## src/rtl/gcbs_pkg.sv

```systemverilog
// Shared types and constants for the graph colouring backtracking search.
// No dependencies; every other file in rtl/ refers to it by scoped name.
package gcbs_pkg;

  localparam int unsigned NumVerticesDef = 8;
  localparam int unsigned MaxColorsDef   = 8;

  localparam int unsigned RowIdxW   = 3;
  localparam int unsigned RowBitsW  = 8;
  localparam int unsigned ColorW    = 4;
  localparam logic [ColorW-1:0] NumColorsRst = 4'd3;

  typedef enum logic [1:0] {
    ST_IDLE,
    ST_SEARCH,
    ST_EMIT
  } state_e;

  // controller to datapath
  typedef struct packed {
    logic load_row;
    logic start;
    logic step;
    logic emit_adv;
  } cmd_t;

  // datapath to controller
  typedef struct packed {
    logic srch_ok;
    logic srch_fail;
    logic emit_last;
  } sts_t;

endpackage

```

## src/rtl/gcbs_if.sv

```systemverilog
// Valid/ready channel interfaces for adjacency rows in and colour words out.
// Depends on gcbs_pkg for the field widths.
interface gcbs_row_if;
  logic                              valid;
  logic                              ready;
  logic [gcbs_pkg::RowIdxW-1:0]      row_index;
  logic [gcbs_pkg::RowBitsW-1:0]     row_bits;
  logic                              last_row;

  modport source (output valid, row_index, row_bits, last_row, input ready);
  modport sink   (input valid, row_index, row_bits, last_row, output ready);
endinterface

interface gcbs_res_if;
  logic                              valid;
  logic                              ready;
  logic [gcbs_pkg::RowIdxW-1:0]      vertex_index;
  logic [gcbs_pkg::ColorW-1:0]       vertex_color;
  logic                              found;
  logic                              last_of_run;

  modport source (output valid, vertex_index, vertex_color, found, last_of_run, input ready);
  modport sink   (input valid, vertex_index, vertex_color, found, last_of_run, output ready);
endinterface

```

## src/rtl/gcbs_ctrl.sv

```systemverilog
// Sequencer for row loading, the backtracking search and result emission.
// Depends on gcbs_pkg for the state enum and the command/status structs.
module gcbs_ctrl (
  input  logic             clk_i,
  input  logic             rst_ni,
  input  logic             in_valid_i,
  input  logic             in_last_i,
  output logic             in_ready_o,
  output logic             out_valid_o,
  input  logic             out_ready_i,
  input  gcbs_pkg::sts_t   sts_i,
  output gcbs_pkg::cmd_t   cmd_o
);

  gcbs_pkg::state_e state_q, state_d;

  always_ff @(posedge clk_i or negedge rst_ni) begin
    if (!rst_ni) begin
      state_q <= gcbs_pkg::ST_IDLE;
    end else begin
      state_q <= state_d;
    end
  end

  always_comb begin
    state_d = state_q;
    case (state_q)
      gcbs_pkg::ST_IDLE: begin
        if (in_valid_i && in_last_i) state_d = gcbs_pkg::ST_SEARCH;
      end
      gcbs_pkg::ST_SEARCH: begin
        if (sts_i.srch_ok || sts_i.srch_fail) state_d = gcbs_pkg::ST_EMIT;
      end
      gcbs_pkg::ST_EMIT: begin
        if (out_ready_i && sts_i.emit_last) state_d = gcbs_pkg::ST_IDLE;
      end
      default: state_d = gcbs_pkg::ST_IDLE;
    endcase
  end

  always_comb begin
    in_ready_o     = 1'b0;
    out_valid_o    = 1'b0;
    cmd_o          = '0;
    case (state_q)
      gcbs_pkg::ST_IDLE: begin
        in_ready_o     = 1'b1;
        cmd_o.load_row = in_valid_i;
        cmd_o.start    = in_valid_i && in_last_i;
      end
      gcbs_pkg::ST_SEARCH: begin
        cmd_o.step = 1'b1;
      end
      gcbs_pkg::ST_EMIT: begin
        out_valid_o    = 1'b1;
        cmd_o.emit_adv = out_ready_i && !sts_i.emit_last;
      end
      default: ;
    endcase
  end

endmodule

```

## src/rtl/gcbs_dp.sv

```systemverilog
// Datapath: adjacency rows, colour registers, depth and candidate counters.
// One candidate colour is tested against all vertices per step.
// Depends on gcbs_pkg for widths and the command/status structs.
module gcbs_dp #(
  parameter int unsigned NUM_VERTICES = gcbs_pkg::NumVerticesDef,
  parameter int unsigned MAX_COLORS   = gcbs_pkg::MaxColorsDef
) (
  input  logic                              clk_i,
  input  logic                              rst_ni,
  input  gcbs_pkg::cmd_t                    cmd_i,
  output gcbs_pkg::sts_t                    sts_o,
  input  logic [gcbs_pkg::ColorW-1:0]       num_colors_i,
  input  logic [gcbs_pkg::RowIdxW-1:0]      row_index_i,
  input  logic [gcbs_pkg::RowBitsW-1:0]     row_bits_i,
  output logic [gcbs_pkg::RowIdxW-1:0]      vertex_index_o,
  output logic [gcbs_pkg::ColorW-1:0]       vertex_color_o,
  output logic                              found_o
);

  localparam int unsigned IdxW   = (NUM_VERTICES > 1) ? $clog2(NUM_VERTICES) : 1;
  localparam int unsigned DepthW = $clog2(NUM_VERTICES + 1);
  localparam int unsigned CandW  = $clog2(MAX_COLORS + 2);
  localparam int unsigned ColorW = gcbs_pkg::ColorW;

  logic [gcbs_pkg::RowBitsW-1:0] adj_q    [NUM_VERTICES];
  logic [ColorW-1:0]             colors_q [NUM_VERTICES];
  logic [DepthW-1:0]             depth_q;
  logic [CandW-1:0]              cand_q;
  logic [IdxW-1:0]               emit_q;
  logic                          found_q;

  logic [IdxW-1:0]   d_idx, prev_idx, rd_idx;
  logic [CandW-1:0]  ncol;
  logic [ColorW-1:0] rd_color;
  logic              at_end, cand_ok, conflict, at_root;

  assign d_idx    = depth_q[IdxW-1:0];
  assign prev_idx = IdxW'(depth_q - DepthW'(1));
  assign at_end   = (depth_q == DepthW'(NUM_VERTICES));
  assign at_root  = (depth_q == '0);

  // clamp the colour count to what the candidate counter covers
  assign ncol    = (num_colors_i > ColorW'(MAX_COLORS)) ? CandW'(MAX_COLORS)
                                                          : CandW'(num_colors_i);
  assign cand_ok = (cand_q <= ncol);

  always_comb begin
    conflict = 1'b0;
    for (int unsigned i = 0; i < NUM_VERTICES; i++) begin
      if (adj_q[i][d_idx]) begin
        if (IdxW'(i) == d_idx) conflict = 1'b1;
        else if (CandW'(colors_q[i]) == cand_q) conflict = 1'b1;
      end
    end
  end

  // single read port: previous vertex while searching, emit pointer otherwise
  assign rd_idx   = cmd_i.step ? prev_idx : emit_q;
  assign rd_color = colors_q[rd_idx];

  assign sts_o.srch_ok   = cmd_i.step && at_end;
  assign sts_o.srch_fail = cmd_i.step && !at_end && !cand_ok && at_root;
  assign sts_o.emit_last = !found_q || (emit_q == IdxW'(NUM_VERTICES - 1));

  assign vertex_index_o = gcbs_pkg::RowIdxW'(emit_q);
  assign vertex_color_o = found_q ? rd_color : '0;
  assign found_o        = found_q;

  always_ff @(posedge clk_i or negedge rst_ni) begin
    if (!rst_ni) begin
      for (int unsigned i = 0; i < NUM_VERTICES; i++) begin
        adj_q[i]    <= '0;
        colors_q[i] <= '0;
      end
      depth_q <= '0;
      cand_q  <= CandW'(1);
      emit_q  <= '0;
      found_q <= 1'b0;
    end else begin
      if (cmd_i.load_row && ({1'b0, row_index_i} < 4'(NUM_VERTICES))) begin
        adj_q[IdxW'(row_index_i)] <= row_bits_i;
      end
      if (cmd_i.start) begin
        for (int unsigned i = 0; i < NUM_VERTICES; i++) colors_q[i] <= '0;
        depth_q <= '0;
        cand_q  <= CandW'(1);
        emit_q  <= '0;
      end
      if (cmd_i.step) begin
        if (at_end) begin
          found_q <= 1'b1;
        end else if (!cand_ok) begin
          // out of colours here: uncolour, then back up unless at the root
          colors_q[d_idx] <= '0;
          if (at_root) begin
            found_q <= 1'b0;
          end else begin
            depth_q <= depth_q - DepthW'(1);
            cand_q  <= CandW'(rd_color) + CandW'(1);
          end
        end else if (conflict) begin
          cand_q <= cand_q + CandW'(1);
        end else begin
          colors_q[d_idx] <= ColorW'(cand_q);
          depth_q         <= depth_q + DepthW'(1);
          cand_q          <= CandW'(1);
        end
      end
      if (cmd_i.emit_adv) emit_q <= emit_q + IdxW'(1);
    end
  end

endmodule

```

## src/rtl/graph_coloring_backtrack_search.sv

```systemverilog
// Graph colouring search: row words are taken while idle; the last row starts the search.
// Search: one candidate colour tested per cycle; each backtrack and the final check
// use a search step of their own.
// Results: NUM_VERTICES words (one on failure), one per cycle while the sink is ready.
// Reset clears the adjacency rows, the colours and sets num_colors to 3.
module graph_coloring_backtrack_search #(
  parameter int unsigned NUM_VERTICES = gcbs_pkg::NumVerticesDef,
  parameter int unsigned MAX_COLORS   = gcbs_pkg::MaxColorsDef
) (
  input  logic                         clk_i,
  input  logic                         rst_ni,
  gcbs_row_if.sink                     in_i,
  gcbs_res_if.source                   out_o,
  input  logic                         cfg_we_i,
  input  logic [gcbs_pkg::ColorW-1:0]  cfg_wdata_i
);

  logic [gcbs_pkg::ColorW-1:0] num_colors_q;
  gcbs_pkg::cmd_t              cmd;
  gcbs_pkg::sts_t              sts;

  always_ff @(posedge clk_i or negedge rst_ni) begin
    if (!rst_ni) begin
      num_colors_q <= gcbs_pkg::NumColorsRst;
    end else if (cfg_we_i) begin
      num_colors_q <= cfg_wdata_i;
    end
  end

  gcbs_ctrl u_ctrl (
    .clk_i       (clk_i),
    .rst_ni      (rst_ni),
    .in_valid_i  (in_i.valid),
    .in_last_i   (in_i.last_row),
    .in_ready_o  (in_i.ready),
    .out_valid_o (out_o.valid),
    .out_ready_i (out_o.ready),
    .sts_i       (sts),
    .cmd_o       (cmd)
  );

  gcbs_dp #(
    .NUM_VERTICES (NUM_VERTICES),
    .MAX_COLORS   (MAX_COLORS)
  ) u_dp (
    .clk_i          (clk_i),
    .rst_ni         (rst_ni),
    .cmd_i          (cmd),
    .sts_o          (sts),
    .num_colors_i   (num_colors_q),
    .row_index_i    (in_i.row_index),
    .row_bits_i     (in_i.row_bits),
    .vertex_index_o (out_o.vertex_index),
    .vertex_color_o (out_o.vertex_color),
    .found_o        (out_o.found)
  );

  assign out_o.last_of_run = sts.emit_last;

`ifndef SYNTHESIS
  a_no_overlap: assert property (@(posedge clk_i) disable iff (!rst_ni)
    !(out_o.valid && in_i.ready))
    else $error("input taken while results pending");

  a_idle_after_last: assert property (@(posedge clk_i) disable iff (!rst_ni)
    (out_o.valid && out_o.ready && out_o.last_of_run) |=> in_i.ready)
    else $error("not idle after final word");

  a_fail_single: assert property (@(posedge clk_i) disable iff (!rst_ni)
    (out_o.valid && !out_o.found) |-> (out_o.last_of_run && out_o.vertex_color == '0))
    else $error("not-found word malformed");

  a_found_colored: assert property (@(posedge clk_i) disable iff (!rst_ni)
    (out_o.valid && out_o.found) |-> (out_o.vertex_color != '0))
    else $error("uncoloured vertex reported");
`endif

endmodule

```

## src/flat_wrapper.sv

```systemverilog
// flat-port wrapper written by rule: the top's interface ports become plain ports
module graph_coloring_backtrack_search_flat 
#(
  parameter int unsigned NUM_VERTICES = gcbs_pkg::NumVerticesDef,
  parameter int unsigned MAX_COLORS   = gcbs_pkg::MaxColorsDef
)
  (clk_i, rst_ni, cfg_we_i, cfg_wdata_i, in_i_valid, in_i_row_index, in_i_row_bits, in_i_last_row, in_i_ready, out_o_valid, out_o_vertex_index, out_o_vertex_color, out_o_found, out_o_last_of_run, out_o_ready);
  gcbs_row_if in_i_i ();
  gcbs_res_if out_o_i ();
  input  logic clk_i;
  input  logic rst_ni;
  input  logic cfg_we_i;
  input  logic [gcbs_pkg::ColorW-1:0] cfg_wdata_i;
  input wire logic [$bits(in_i_i.valid)-1:0] in_i_valid;
  input wire logic [$bits(in_i_i.row_index)-1:0] in_i_row_index;
  input wire logic [$bits(in_i_i.row_bits)-1:0] in_i_row_bits;
  input wire logic [$bits(in_i_i.last_row)-1:0] in_i_last_row;
  output wire logic [$bits(in_i_i.ready)-1:0] in_i_ready;
  output wire logic [$bits(out_o_i.valid)-1:0] out_o_valid;
  output wire logic [$bits(out_o_i.vertex_index)-1:0] out_o_vertex_index;
  output wire logic [$bits(out_o_i.vertex_color)-1:0] out_o_vertex_color;
  output wire logic [$bits(out_o_i.found)-1:0] out_o_found;
  output wire logic [$bits(out_o_i.last_of_run)-1:0] out_o_last_of_run;
  input wire logic [$bits(out_o_i.ready)-1:0] out_o_ready;
  assign in_i_i.valid = in_i_valid;
  assign in_i_i.row_index = in_i_row_index;
  assign in_i_i.row_bits = in_i_row_bits;
  assign in_i_i.last_row = in_i_last_row;
  assign in_i_ready = in_i_i.ready;
  assign out_o_valid = out_o_i.valid;
  assign out_o_vertex_index = out_o_i.vertex_index;
  assign out_o_vertex_color = out_o_i.vertex_color;
  assign out_o_found = out_o_i.found;
  assign out_o_last_of_run = out_o_i.last_of_run;
  assign out_o_i.ready = out_o_ready;
  graph_coloring_backtrack_search #(.NUM_VERTICES(NUM_VERTICES), .MAX_COLORS(MAX_COLORS)) u_core (.clk_i(clk_i), .rst_ni(rst_ni), .in_i(in_i_i), .out_o(out_o_i), .cfg_we_i(cfg_we_i), .cfg_wdata_i(cfg_wdata_i));
endmodule
```

## config.mk

```make
export PLATFORM = sky130hd
export DESIGN_NAME = graph_coloring_backtrack_search_flat
export DESIGN_NICKNAME = d
export VERILOG_FILES = /design/src/rtl/gcbs_pkg.sv /design/src/rtl/gcbs_if.sv /design/src/rtl/gcbs_ctrl.sv /design/src/rtl/gcbs_dp.sv /design/src/rtl/graph_coloring_backtrack_search.sv /design/src/flat_wrapper.sv
export SDC_FILE = /design/constraint.sdc
export NUM_CORES = 1
export LEC_CHECK = 0
export ABC_AREA = 0
export BUFFER_PORTS_ARGS = -buffer_cell sky130_fd_sc_hd__buf_2
export CORE_MARGIN = 2
export CORE_UTILIZATION = 61
export DETAILED_ROUTE_END_ITERATION = 12
export GPL_TIMING_DRIVEN = 0
export PLACE_DENSITY = 0.79
export SETUP_SLACK_MARGIN = 0.02
export SLEW_MARGIN = 10
export SYNTH_ARGS = -nofsm -noshare
export SYNTH_HDL_FRONTEND = slang
export SYNTH_SLANG_ARGS = --single-unit
```

## constraint.sdc

```tcl
create_clock -name clk_i -period 7.15 [get_ports clk_i]
set_clock_uncertainty 0.2 [all_clocks]
set_input_delay 2.145 -clock clk_i [delete_from_list [all_inputs] [get_ports clk_i]]
set_output_delay 2.145 -clock clk_i [all_outputs]
set_load 0.1 [all_outputs]
```

==> reports/results.ini <==
[clocking]
cts_tree=yes
cts_buffers=17
clkLatencyLatePin_ns=0.54
cts_max_level=4
clk_path_buf_depth=2
hold_buffers=0
path_clk_slew_ns=0.06
clock-sinks=114
cts-root-buf=clkbuf_8
cts_setup_buffers=0
cts_resized=0

[pwr]
p_int_mw=2.07
seqPwrFrac_pct=28.6
ir_worst_vdd_uv=353
swShare_pct=44.6
power_switching_mw=1.67
power_frac_comb_pct=50.2
p_clk_share_pct=21.2
power.total_mw=3.75
total_leakage_power_nw=3.20
power_density_mw_per_mm2=514

[worst_setup_path]
worst_setup_path_end_kind=primary output
crit_slowest_cell=nor3b_1
crit_required_ns=4.81
rrSetupSlack_ns=3.54
critPathMaxFanout=10
critical_path_class=flip-flop to primary output
worst_setup_path_start_kind=flip-flop
reg2reg_to=u_core.u_dp.cand_q[1]$_DFF_PN0_
critPathArrivalTime_ns=3.68
r2r_start=u_core.u_dp.depth_q[1]$_DFF_PN0_
crit_chain=buf_2 -> inv_2 -> ha_1 -> nor3b_1 -> a21o_1 -> nand2_1 -> a311oi_1 -> or2_2 -> and2_1 -> buf_2
cpMostUsedCell=buf_2
reg2reg_depth=12
crit_path_max_incr_delay_ns=0.49

[synth]
syn_area_per_cell_um2=11.3
ys_ff_latch=114
yosys-top-cells-area=dfrtp_1, mux2_2, nand2_1, o22ai_1, mux4_2
synth_cell_type_count=65
synth_nets=603
yosysTopAreaCellShare_pct=43.5
yosysMostFrequentCell=dfrtp_1
yosys.area.top_type=dfrtp_1
yosysWarnings=0
syn_inst=567
synth_flop_cell=dfrtp_1
synth_edf_count=0
synthArstFlopShare_pct=100
synth.cell_area_mm2=0.00638
synth_seq_area_share_pct=44.7
synth_common_cells=dfrtp_1, mux2_2, nand2_1

[timing]
max_freq_mhz=166
setup_viol=0
rsz0062_at_grt=false
hold_viol=0
worstMarginPinSlew_ns=1.07
maxSlewViolCount=0
max_slew_margin_pct=28.1
timing.final.crit_share_pct=84.3
post-route-min-period_ns=6.03
final.setup.tns_ns=0
fin_ws_ns=1.12

[min_path]
hold_end=u_core.u_dp.adj_q[43]$_DFFE_PN0P_
hold_path_class=flip-flop to flip-flop
min_path_cells=1
min-delay-start=u_core.u_dp.adj_q[43]$_DFFE_PN0P_

[cells_and_area]
fin_area_mm2=0.00730
nNetsFinal=654
syn2layout_area_growth_pct=14.3
diodes=0
drive_above_1_share_pct=29.0

[grt]
grt_pass1_wl_um=27600
grt_pass1_vias=4997
antenna_found_initial=0
grt_overflow=0
track_usage_pct=32.5
grt_max_degree=72

[drt]
drc_errors=0
drt_pass1_iterations=7
ant_nets=0
dr_total_vias=5072
drt_iter0_markers=476
vias_per_cell=6.61
totalWireLength_um=17300
wl_per_cell_um=22.5

[placement]
hpwl_um=12100
gp_congestion=0.998
placed_area_mm2=0.00674
port_buffers=31
dp_slack_ns=1.78

[die]
ioPinCount=32
die_w_um=106
core.rowCount=37
die_y_um=106
die-area_mm2=0.0113
core_area_mm2=0.0102
initial_core_util_pct=62.4

[outcome]
status=finished, final reports clean

[run]
cap_violations=0

## worst max-delay path: cells and delay by family, from the launching register on
kind	cells	cell delay, ns
and+or+nand+nor	4	0.90
buffers and inverters	3	0.88
AOI/OAI and AO/OA	2	0.59
DFF	1	0.39
adders and majority gates	1	0.37
## cell families (layout without fill, tap and decap cells)
logic type,Yosys count,in the layout,synth area share [%]
AO/OA/AOI/OAI,112,112,12.0
multiplexers,102,102,19.4
adder cells (fa/ha/maj),15,15,2.94
buffers and inverters,43,107,3.10
XOR/XNOR,34,34,4.66
AND/OR/NAND/NOR,147,147,13.2
flip-flops,114,114,44.7
## metal layers
| metal | global-route usage, % | vias up | share of wire, % |
|---|---|---|---|
| met2 | 48.0 | 289 | 45 |
| met3 | 6.56 | 58 | 9.3 |
| met1 | 46.0 | 2518 | 42 |
| met4 | 16.1 | 0 | 3.6 |
| li1 | - | 2207 | - |
| met5 | 0 | - | 0 |
## power by group through the flow
stage / Clock [mW] / Sequential (mW) / Combinational, mW
after floorplan: 0 / 1.05 / 1.39
after global placement: 0 / 1.05 / 1.79
after detailed placement: 0 / 1.07 / 1.83
after CTS: 0.794 / 1.06 / 1.85
after global routing: 0.824 / 1.10 / 2.00
final: 0.795 / 1.07 / 1.88
## sequential cells by signal (all words and copies together), names as in the netlist
signal,cells
u_core.num_colors_q,4
u_core.u_ctrl.state_q,2
u_core.u_dp.adj_q,64
u_core.u_dp.cand_q,4
u_core.u_dp.colors_q,32
u_core.u_dp.depth_q,4
u_core.u_dp.found_o,1
u_core.u_dp.vertex_index_o,3
## area by class of cell
class                           count  area (um^2)
Fill cell                         724         2940
Clock inverter                     12          108
Multi-Input combinational cell    410         3330
Buffer                             27          138
Tap cell                          136          170
Inverter                           16         60.1
Sequential cell                   114         2860
Timing Repair Buffer               32          189
Clock buffer                       20          445
## through the flow
stage	util [%]	hold slack, ns	cells
6_report	71.3	0.304	767
2_1_floorplan	-	0.271	567
3_3_place_gp	65.6	0.280	734
3_5_place_dp	65.9	0.290	735
5_1_grt	71.3	0.316	767
4_1_cts	71.3	0.304	767
## cell usage in the layout, fill, tap and decap left out, types with 4 or more instances in the layout
master,n
dfrtp_1,111
mux2_2,73
nand2_1,63
buf_2,41
o22ai_1,37
xor2_1,21
mux2i_1,19
clkbuf_16,16
a21oi_1,15
ha_1,15
inv_1,14
nor2_1,14
xnor2_1,13
nor2b_1,12
clkbuf_1,11
mux4_2,9
o21ai_0,8
a211oi_1,7
nor4_1,7
nand3_1,6
nor3_1,6
nor4_4,6
nor3b_1,5
and3_1,5
buf_4,4
o32ai_1,4
and2_1,4
nand3_2,4
clkinv_2,4
## how the worst max path moves through the flow
| stage | startpoint | endpoint | slack, ns | depth (start not counted) |
|---|---|---|---|---|
| 6_report | u_core.u_dp.depth_q[1]$_DFF_PN0_ | out_o_vertex_color[0] | 1.12 | 10 |
| 4_1_cts | u_core.u_dp.depth_q[1]$_DFF_PN0_ | out_o_vertex_color[0] | 1.19 | 10 |
| 5_1_grt | u_core.u_dp.depth_q[1]$_DFF_PN0_ | out_o_vertex_color[0] | 0.95 | 10 |
| 3_3_place_gp | u_core.u_dp.depth_q[1]$_DFF_PN0_ | out_o_vertex_color[0] | 1.84 | 10 |
| 2_1_floorplan | u_core.u_dp.vertex_index_o[0]$_DFFE_PN0P_ | out_o_vertex_color[3] | 1.64 | 6 |
| 3_5_place_dp | u_core.u_dp.depth_q[1]$_DFF_PN0_ | out_o_vertex_color[0] | 1.78 | 10 |
Power figures use the tool's default switching activity.
